## config.mk

```make
export PLATFORM = sky130hd
export DESIGN_NAME = outline_curve_flattener_top
export DESIGN_NICKNAME = d
export VERILOG_FILES = /design/src/rtl/ocf_pkg.sv /design/src/rtl/outline_curve_flattener_top.sv
export SDC_FILE = /design/constraint.sdc
export NUM_CORES = 2
export LEC_CHECK = 0
export BUFFER_PORTS_ARGS = -buffer_cell sky130_fd_sc_hd__buf_2
export CORE_ASPECT_RATIO = 1.75
export CORE_MARGIN = 2
export CORE_UTILIZATION = 25
export DETAILED_ROUTE_END_ITERATION = 6
export GPL_ROUTABILITY_DRIVEN = 0
export GPL_TIMING_DRIVEN = 0
export HOLD_SLACK_MARGIN = 0.06
export PLACE_DENSITY = 0.45
export SYNTH_ARGS = -nofsm -noshare
export SYNTH_HDL_FRONTEND = slang
export SYNTH_SLANG_ARGS = --single-unit
```

## constraint.sdc

```tcl
create_clock -name clk -period 22.4 [get_ports clk]
set_input_delay 2.24 -clock clk [delete_from_list [all_inputs] [get_ports clk]]
set_output_delay 2.24 -clock clk [all_outputs]
set_load 0.01 [all_outputs]
```

## src/rtl/ocf_pkg.sv

```systemverilog
// ----------------------------------------------------------------------------
// Outline curve flattener package
// Shared constants, element kind codes and Bernstein weight table.
// ----------------------------------------------------------------------------
package ocf_pkg;

    // Default coordinate width in bits, signed two's complement.
    localparam int COORD_WIDTH_DEF = 24;

    // Extra bits carried by the weighted sums above the coordinate width.
    localparam int SUM_GUARD = 8;

    // The weights are sixty-fourths, so the sum is scaled back by six bits.
    localparam int BERN_SHIFT = 6;
    localparam int BERN_HALF  = 32;
    localparam int WEIGHT_W   = 6;

    // Curve points between start and end (t = 1/4, 1/2, 3/4).
    localparam int NUM_MID_PTS = 3;
    // Control points of a cubic: start, ctrl1, ctrl2, end.
    localparam int NUM_CTRL    = 4;
    // Points in the segment chain of a curve: start, three mid points, end.
    localparam int NUM_CHAIN   = 5;

    typedef enum logic {
        KIND_CORNER = 1'b0,
        KIND_CURVE  = 1'b1
    } kind_t;

    // Weights applied to start, ctrl1, ctrl2 and end, one row per mid point.
    localparam logic [WEIGHT_W-1:0] BERN_W [NUM_MID_PTS][NUM_CTRL] = '{
        '{6'd27, 6'd27, 6'd9,  6'd1},
        '{6'd8,  6'd24, 6'd24, 6'd8},
        '{6'd1,  6'd9,  6'd27, 6'd27}
    };

endpackage

```

## src/rtl/outline_curve_flattener_top.sv

```systemverilog
// ----------------------------------------------------------------------------
// Outline curve flattener
// Turns traced outline elements (corners and cubic curves) into line segments.
// ----------------------------------------------------------------------------
// Usage:
// The input channel (in_valid / in_stall) carries one outline element per
// transfer. A corner yields two segments and a cubic curve yields four; each
// segment leaves on the output channel (out_valid / out_stall) as one
// transfer, with last set on the final segment of the element.
// The first segment of an element is offered once the element has passed
// through the input register and into the result register, with the output
// side free.
// Throughput: one segment per cycle while the receiver does not stall; the
// single output port is what sets this rate. The next element is taken into
// the input register while the current one is still being sent, and its
// points are computed as the last segment leaves.
// Reset clears the kept start point to zero and empties both stages.
// When the receiver stalls, the offered segment holds still and the input
// side stalls as soon as the input register is occupied.
// ----------------------------------------------------------------------------
module outline_curve_flattener_top #(
    parameter int COORD_WIDTH = ocf_pkg::COORD_WIDTH_DEF
) (
    input  logic                          clk,
    input  logic                          rst_n,
    // Input channel
    input  logic                          in_valid,
    output logic                          in_stall,
    input  logic                          kind,
    input  logic                          path_first,
    input  logic signed [COORD_WIDTH-1:0] close_x,
    input  logic signed [COORD_WIDTH-1:0] close_y,
    input  logic signed [COORD_WIDTH-1:0] ctrl1_x,
    input  logic signed [COORD_WIDTH-1:0] ctrl1_y,
    input  logic signed [COORD_WIDTH-1:0] ctrl2_x,
    input  logic signed [COORD_WIDTH-1:0] ctrl2_y,
    input  logic signed [COORD_WIDTH-1:0] end_x,
    input  logic signed [COORD_WIDTH-1:0] end_y,
    // Output channel
    output logic                          out_valid,
    input  logic                          out_stall,
    output logic signed [COORD_WIDTH-1:0] from_x,
    output logic signed [COORD_WIDTH-1:0] from_y,
    output logic signed [COORD_WIDTH-1:0] to_x,
    output logic signed [COORD_WIDTH-1:0] to_y,
    output logic                          last
);

    import ocf_pkg::*;

    localparam int SUM_W = COORD_WIDTH + SUM_GUARD;

    typedef logic signed [COORD_WIDTH-1:0] coord_t;
    typedef logic signed [SUM_W-1:0]       wsum_t;

    // Start point carried from one element to the next.
    coord_t start_x_reg, start_x_next;
    coord_t start_y_reg, start_y_next;

    // Input register: element kind and its four control points, with the
    // start point already resolved against path_first.
    logic   a_valid_reg, a_valid_next;
    logic   a_curve_reg;
    coord_t a_px_reg [NUM_CTRL];
    coord_t a_py_reg [NUM_CTRL];

    // Result register: the chain of points still to be sent. The offered
    // segment always runs from entry 0 to entry 1; each transfer shifts the
    // chain down by one. b_rem_reg counts the segments after the current one.
    logic       b_valid_reg, b_valid_next;
    logic [1:0] b_rem_reg, b_rem_next;
    coord_t     b_x_reg [NUM_CHAIN];
    coord_t     b_y_reg [NUM_CHAIN];
    coord_t     b_x_next [NUM_CHAIN];
    coord_t     b_y_next [NUM_CHAIN];

    // Chain computed from the input register.
    coord_t chain_x [NUM_CHAIN];
    coord_t chain_y [NUM_CHAIN];
    coord_t mid_x [NUM_MID_PTS];
    coord_t mid_y [NUM_MID_PTS];

    logic in_fire;
    logic out_fire;
    logic b_last;
    logic b_free;
    logic a_move;

    // ------------------------------------------------------------------------
    // Handshake control
    // ------------------------------------------------------------------------
    // The result register frees up when it is empty or when its final segment
    // is being taken; only then may the input register hand its element over.
    assign out_fire = b_valid_reg && !out_stall;
    assign b_last   = (b_rem_reg == '0);
    assign b_free   = !b_valid_reg || (out_fire && b_last);
    assign a_move   = a_valid_reg && b_free;
    assign in_stall = a_valid_reg && !b_free;
    assign in_fire  = in_valid && !in_stall;

    assign a_valid_next = in_fire || (a_valid_reg && !a_move);
    assign b_valid_next = a_move || (b_valid_reg && !b_free);

    // The kept start becomes the end point of every accepted element.
    always_comb
    begin
        start_x_next = start_x_reg;
        start_y_next = start_y_reg;
        if (in_fire)
        begin
            start_x_next = end_x;
            start_y_next = end_y;
        end
    end

    // ------------------------------------------------------------------------
    // Curve evaluation: three weighted sums per axis, rounded to nearest with
    // ties toward plus infinity by adding half and taking the floor.
    // ------------------------------------------------------------------------
    always_comb
    begin
        wsum_t sum_x;
        wsum_t sum_y;
        wsum_t wgt;
        for (int j = 0; j < NUM_MID_PTS; j++)
        begin
            sum_x = wsum_t'(BERN_HALF);
            sum_y = wsum_t'(BERN_HALF);
            for (int i = 0; i < NUM_CTRL; i++)
            begin
                wgt   = $signed({{(SUM_W-WEIGHT_W){1'b0}}, BERN_W[j][i]});
                sum_x = sum_x + wgt * wsum_t'(a_px_reg[i]);
                sum_y = sum_y + wgt * wsum_t'(a_py_reg[i]);
            end
            mid_x[j] = sum_x[BERN_SHIFT +: COORD_WIDTH];
            mid_y[j] = sum_y[BERN_SHIFT +: COORD_WIDTH];
        end
    end

    // A corner chain is start, corner, end; the unused tail repeats the end.
    always_comb
    begin
        chain_x[0] = a_px_reg[0];
        chain_y[0] = a_py_reg[0];
        if (a_curve_reg == KIND_CURVE)
        begin
            for (int k = 0; k < NUM_MID_PTS; k++)
            begin
                chain_x[k+1] = mid_x[k];
                chain_y[k+1] = mid_y[k];
            end
        end
        else
        begin
            chain_x[1] = a_px_reg[2];
            chain_y[1] = a_py_reg[2];
            chain_x[2] = a_px_reg[3];
            chain_y[2] = a_py_reg[3];
            chain_x[3] = a_px_reg[3];
            chain_y[3] = a_py_reg[3];
        end
        chain_x[NUM_CHAIN-1] = a_px_reg[3];
        chain_y[NUM_CHAIN-1] = a_py_reg[3];
    end

    // Result register next values: load a new chain, or shift on a transfer.
    always_comb
    begin
        b_rem_next = b_rem_reg;
        for (int k = 0; k < NUM_CHAIN; k++)
        begin
            b_x_next[k] = b_x_reg[k];
            b_y_next[k] = b_y_reg[k];
        end
        if (a_move)
        begin
            b_rem_next = (a_curve_reg == KIND_CURVE) ? 2'd3 : 2'd1;
            for (int k = 0; k < NUM_CHAIN; k++)
            begin
                b_x_next[k] = chain_x[k];
                b_y_next[k] = chain_y[k];
            end
        end
        else if (out_fire)
        begin
            b_rem_next = b_rem_reg - 2'd1;
            for (int k = 0; k < NUM_CHAIN - 1; k++)
            begin
                b_x_next[k] = b_x_reg[k+1];
                b_y_next[k] = b_y_reg[k+1];
            end
        end
    end

    // ------------------------------------------------------------------------
    // Registers
    // ------------------------------------------------------------------------
    always_ff @(posedge clk or negedge rst_n)
    begin
        if (!rst_n)
        begin
            start_x_reg <= '0;
            start_y_reg <= '0;
            a_valid_reg <= 1'b0;
            b_valid_reg <= 1'b0;
            b_rem_reg   <= '0;
        end
        else
        begin
            start_x_reg <= start_x_next;
            start_y_reg <= start_y_next;
            a_valid_reg <= a_valid_next;
            b_valid_reg <= b_valid_next;
            b_rem_reg   <= b_rem_next;
        end
    end

    // Payload of the input register; the start comes from the closing point
    // on a path's first element and from the kept start otherwise.
    always_ff @(posedge clk)
    begin
        if (in_fire)
        begin
            a_curve_reg <= kind;
            a_px_reg[0] <= path_first ? close_x : start_x_reg;
            a_py_reg[0] <= path_first ? close_y : start_y_reg;
            a_px_reg[1] <= ctrl1_x;
            a_py_reg[1] <= ctrl1_y;
            a_px_reg[2] <= ctrl2_x;
            a_py_reg[2] <= ctrl2_y;
            a_px_reg[3] <= end_x;
            a_py_reg[3] <= end_y;
        end
    end

    always_ff @(posedge clk)
    begin
        for (int k = 0; k < NUM_CHAIN; k++)
        begin
            b_x_reg[k] <= b_x_next[k];
            b_y_reg[k] <= b_y_next[k];
        end
    end

    // ------------------------------------------------------------------------
    // Outputs
    // ------------------------------------------------------------------------
    assign out_valid = b_valid_reg;
    assign from_x    = b_x_reg[0];
    assign from_y    = b_y_reg[0];
    assign to_x      = b_x_reg[1];
    assign to_y      = b_y_reg[1];
    assign last      = b_last;

endmodule

```

Yosys cells after proc, flatten, opt, wreduce, memory -nomap -nowiden
Memory sizes are Yosys's and may differ from the RTL's.
Index checks and enable logic that the tools add are counted.
W data, S select, Z words.
{"block": "classes", "add_sub_neg": 25, "n_reduce_logical": 17, "muxes": 15, "multipliers": 16}
{"cell": "$mux W96", "n": 4}
{"cell": "$add A30 B30 Y30", "n": 8}
{"cell": "$mul A6 B24 Y30 const A", "n": 8}
{"cell": "$mux W72", "n": 2}
{"cell": "$mul A5 B24 Y29 const A", "n": 4}
{"cell": "$mul A3 B24 Y27 const A", "n": 4}
{"cell": "$mux W24", "n": 4}
{"cell": "$add A25 B29 Y30", "n": 2}
{"cell": "$add A28 B30 Y30", "n": 2}
{"cell": "$add A30 B24 Y30", "n": 2}
{"cell": "$add A30 B27 Y30", "n": 2}
{"cell": "$add A30 B29 Y30", "n": 2}
{"cell": "$add A7 B30 Y30 const A", "n": 2}
{"cell": "$add A7 B27 Y28 const A", "n": 2}
{"cell": "$add A7 B24 Y25 const A", "n": 2}
{"cell": "$logic_and A1 B1 Y1", "n": 7}
{"cell": "$mux W2", "n": 3}
{"cell": "$logic_not A1 Y1", "n": 5}
{"cell": "$logic_or A1 B1 Y1", "n": 3}
{"cell": "$logic_not A2 Y1", "n": 1}
{"cell": "$mux W1", "n": 2}
{"cell": "$reduce_bool A2 Y1", "n": 1}
{"cell": "$sub A2 B1 Y2 const B", "n": 1}
{"block": "totals", "memories": 4, "output_inout_bits": 99, "inputBits": 198, "ram_bits": 432, "ff_bits": 53}
{"memory": "b_x_reg", "words": 5, "word_bits": 24, "read_ports": 5, "rd_clocked_by_memory_dff": 0, "write_ports": 5, "line_no": "outline_curve_flattener_top.sv:72", "source": "coord_t b_x_reg [NUM_CHAIN];"}
{"memory": "b_y_reg", "words": 5, "word_bits": 24, "read_ports": 5, "rd_clocked_by_memory_dff": 0, "write_ports": 5, "line_no": "outline_curve_flattener_top.sv:73", "source": "coord_t b_y_reg [NUM_CHAIN];"}
{"memory": "a_px_reg", "words": 4, "word_bits": 24, "read_ports": 4, "rd_clocked_by_memory_dff": 0, "write_ports": 4, "line_no": "outline_curve_flattener_top.sv:64", "source": "coord_t a_px_reg [NUM_CTRL];"}
{"memory": "a_py_reg", "words": 4, "word_bits": 24, "read_ports": 4, "rd_clocked_by_memory_dff": 0, "write_ports": 4, "line_no": "outline_curve_flattener_top.sv:65", "source": "coord_t a_py_reg [NUM_CTRL];"}

Longest topological paths before layout
{"block": "logic_depth", "depth_word": 10, "depth_mapped": 29}

Least setup slack after synthesis
OpenSTA, ideal clock, no wires.
{"block": "synth_path", "path_type": "reg-to-reg", "startpoint": "register with a tool-made name", "endpoint": "memory b_x_reg[0][0] (netlist name), enable pin", "period_less_slack_ns": 14.848, "t_arrival_ns": 13.838, "setup_ns": 1.009, "path_buffers": 0, "stages_incl_launch_ff": 2, "required_time_ns": 21.391, "path_slack_ns": 7.552, "path_cell_list": "dfrtp_1 > o21ai_0"}
{"item": "end: declaration", "line_no": "outline_curve_flattener_top.sv:72"}

==> summary.txt <==
Timing
  – Final hold vios: 0
  – Max Slew Vio Count: 0
  – Final Cycle Share: 0.3692
  – Slew @ Worst Pin: around 1.4 ns
  – Hold WS: 0.5040 ns
  – Slew HR: 0.06833
  – F_max: 120.9 MHz
  – Setup total negative slack: 0 ns
  – Final setup vio count: 0
  – Worst setup margin: about 14 ns
  – RSZ-0062 raised after global routing: no
  – Post-layout min period: roughly 8.3 ns
  – Clock Skew: 0.03444 ns

Worst hold path
  – HP Start: start_y_reg[4]$_DFFE_PN0P_
  – Min-Delay Endpoint: start_y_reg[4]$_DFFE_PN0P_
  – Worst Hold Class: reg -> reg
  – Hold path cells: 1

Yosys
  – Post-synth top cells: 1474 x inv_1, 948 x fa_1, 821 x ha_1, 433 x edfxtp_1, 267 x nand2_1
  – Yosys warns: 0
  – Mean post-synth cell area: 10.75 sq um
  – Number of synthesized flops with an enable pin: approximately 430
  – Number of distinct library cells after synthesis: 83
  – Mapped Cells: 5728
  – Mapped Nets: roughly 7700
  – Top cells by area, synth: fa_1 31%, edfxtp_1 21%, ha_1 17%, inv_1 9.0%, xnor2_1 2.7%
  – Cell area after synthesis: around 60000 sq um
  – Sequential-to-total area share from yosys stat: 0.2324
  – Async set or reset register ratio after synthesis: 0.1072
  – Largest area contributor in the netlist: fa_1
  – Yosys reg bits: 485
  – Synth top area share: 0.3083
  – Ys flop type: edfxtp_1
  – Count leader, synth: inv_1

Drt
  – Vias/cell: 4.373
  – DRC viols: 0
  – Total number of vias: a little over 40000
  – Routed Wire Length: roughly 210000 um
  – Drt wl/cell: around 22 um
  – DRT iter0 DRCs: between 2000 and 2500
  – Antenna-violating nets left: 0
  – Drt first pass iters: 5

GRT
  – Initial antenna violation count: 22
  – Vias in the first global route: between 40000 and 50000
  – Total gr overflow: 0
  – Largest net degree at the start of global routing: 67
  – Tot GR Track Use: 0.1679
  – First-pass GRT wire length: roughly 300000 um

Clock network
  – Clock net sink count: 485
  – PostCTS Resize Cnt: 0
  – Hold buffer count at CTS: 0
  – Clk slew on worst S/H paths: 0.07 ns
  – TritonCTS clock tree: yes
  – Clk Latency, worst-skew pair: 0.71 ns
  – Setup bufs post-CTS: 0
  – H-tree lvl count: 2
  – Root buffer cell: clkbuf_16
  – Max Root-Sink Buffers: 3
  – Num CTS Buffers: 55

Run
  – Max Cap Viol: 0

Floorplanning
  – I/O Pins: slightly below 300
  – Die span in y: 660.4 um
  – # rows: 241
  – Die Width: between 300 and 400 um
  – Die area: ~250000 sq um
  – Initial core utilization: 0.2508
  – Core area: 245500 sq um

Finish
  – P&R area growth vs syn: 12.54%
  – Layout cells sized above 1: 0.1007
  – Seq. cell area: between 10000 and 15000 sq um
  – Final non-filler cell area: about 69000 sq um
  – Filler cells: around 26000
  – Area of the multi-input gates: 40690 sq um
  – Layout Nets: slightly above 8000

Setup path
  – Slowest cell on the critical path: o41ai_1
  – Cells on worst reg2reg path: 21
  – Critical R2R Capture: b_x_reg[0][46]$_DFFE_PP_
  – CP Cell Sequence: ha_1, xor2_1, ha_1, inv_1, fa_1, fa_1, fa_1, inv_1, fa_1, ha_1, a21o_1, a221oi_1, a21oi_1, o41ai_1, nand2_1, a31o_2, o41ai_2, nor2b_1, nor2_1, xor2_1, o21ai_1
  – R2r startpoint: a_px_reg[1][3]$_DFFE_PP_
  – Critical path's most frequent cell: fa_1
  – Largest delay contributor family on the critical path: adder cells
  – CP endpoint kind: flop
  – Worst path bufs/invs: 2
  – Setup CP Type: reg -> reg
  – Arr. time, crit path: just under 9 ns
  – CP required: 22.82 ns
  – R2R Setup Slk: approximately 14 ns
  – Startpoint types: flop
  – CP Max Fanout: 6
  – CP peak stage delay: roughly 0.76 ns

Placed design
  – Post-DP HPWL: about 180000 um
  – Setup Slack @ Placement: approximately 14 ns
  – Port Buffer Count: about 300
  – DP Area: 67440 sq um

Run status
  – Status: complete, no violations
[cells in the final DEF, fill, tap and decap left out, types with 15 or more instances in the layout]
master and count:
inv_1 1474, fa_1 948, ha_1 821, edfxtp_1 433, buf_2 294, nand2_1 267
a21oi_1 244, o21ai_0 197, xnor2_1 190, nor2_1 152, mux2_2 97, buf_4 97
o21ai_1 84, xor2_1 81, clkbuf_1 76, a21o_1 67, clkbuf_16 55, dfrtp_1 52
mux2i_1 42, nor3_1 40, nor2b_1 33, nand3_1 32, o21a_1 27, a31oi_1 21
nand2b_1 17, and2_1 15
[how the worst max path moves through the flow]
stage,slack (ns),cells after the start,end,startpoint
finish,14.13,21,b_x_reg[0][46]$_DFFE_PP_,a_px_reg[1][3]$_DFFE_PP_
global route,13.77,21,b_x_reg[0][46]$_DFFE_PP_,a_px_reg[1][4]$_DFFE_PP_
CTS,14.15,21,b_x_reg[0][46]$_DFFE_PP_,a_px_reg[1][3]$_DFFE_PP_
global placement,0.45,1,b_x_reg[0][20]$_DFFE_PP_,flop
floorplan,7.55,1,b_x_reg[0][0]$_DFFE_PP_,flop
detailed placement,14.18,21,b_x_reg[0][46]$_DFFE_PP_,a_px_reg[1][3]$_DFFE_PP_
[per-layer routing]
metal	share of wire	vias up	global-route usage
li1	-	18940	-
met1	0.37	21000	0.1860
met2	0.54	990	0.3160
met3	0.039	274	0.01681
met4	0.057	12	0.08093
met5	0.00036	-	0
[area by class of cell]
class,count,area share
multi-input cells,3588,0.5874
clock inverters,31,0.004299
plain buffers,177,0.01496
repair buffers,307,0.02547
flip-flops and latches,485,0.2065
diodes,8,0.0002890
well taps,3280,0.05925
inverters,1478,0.08009
clock buffers,72,0.02180
[cell families after synthesis]
family / Yosys count / share of synthesized area
adders and majority gates: 1771 / 0.4756
and+or+nand+nor: 624 / 0.04570
muxes: 139 / 0.02458
xor gates and xnor gates: 271 / 0.03856
buffers and inverters: 1655 / 0.1068
DFF: 485 / 0.2324
AOI/OAI and AO/OA: 783 / 0.07643
[per-stage QoR]
| step | util | std cells |
|---|---|---|
| after global placement | 0.2735 | 9303 |
| after detailed placement | 0.2748 | 9315 |
| final | 0.2822 | 9426 |
| after global routing | 0.2822 | 9422 |
| after floorplan | - | 5728 |
| after CTS | 0.2821 | 9418 |
Power is not shown: default switching activity piles up to over one toggle a cycle in this logic, so the estimate is an artifact.
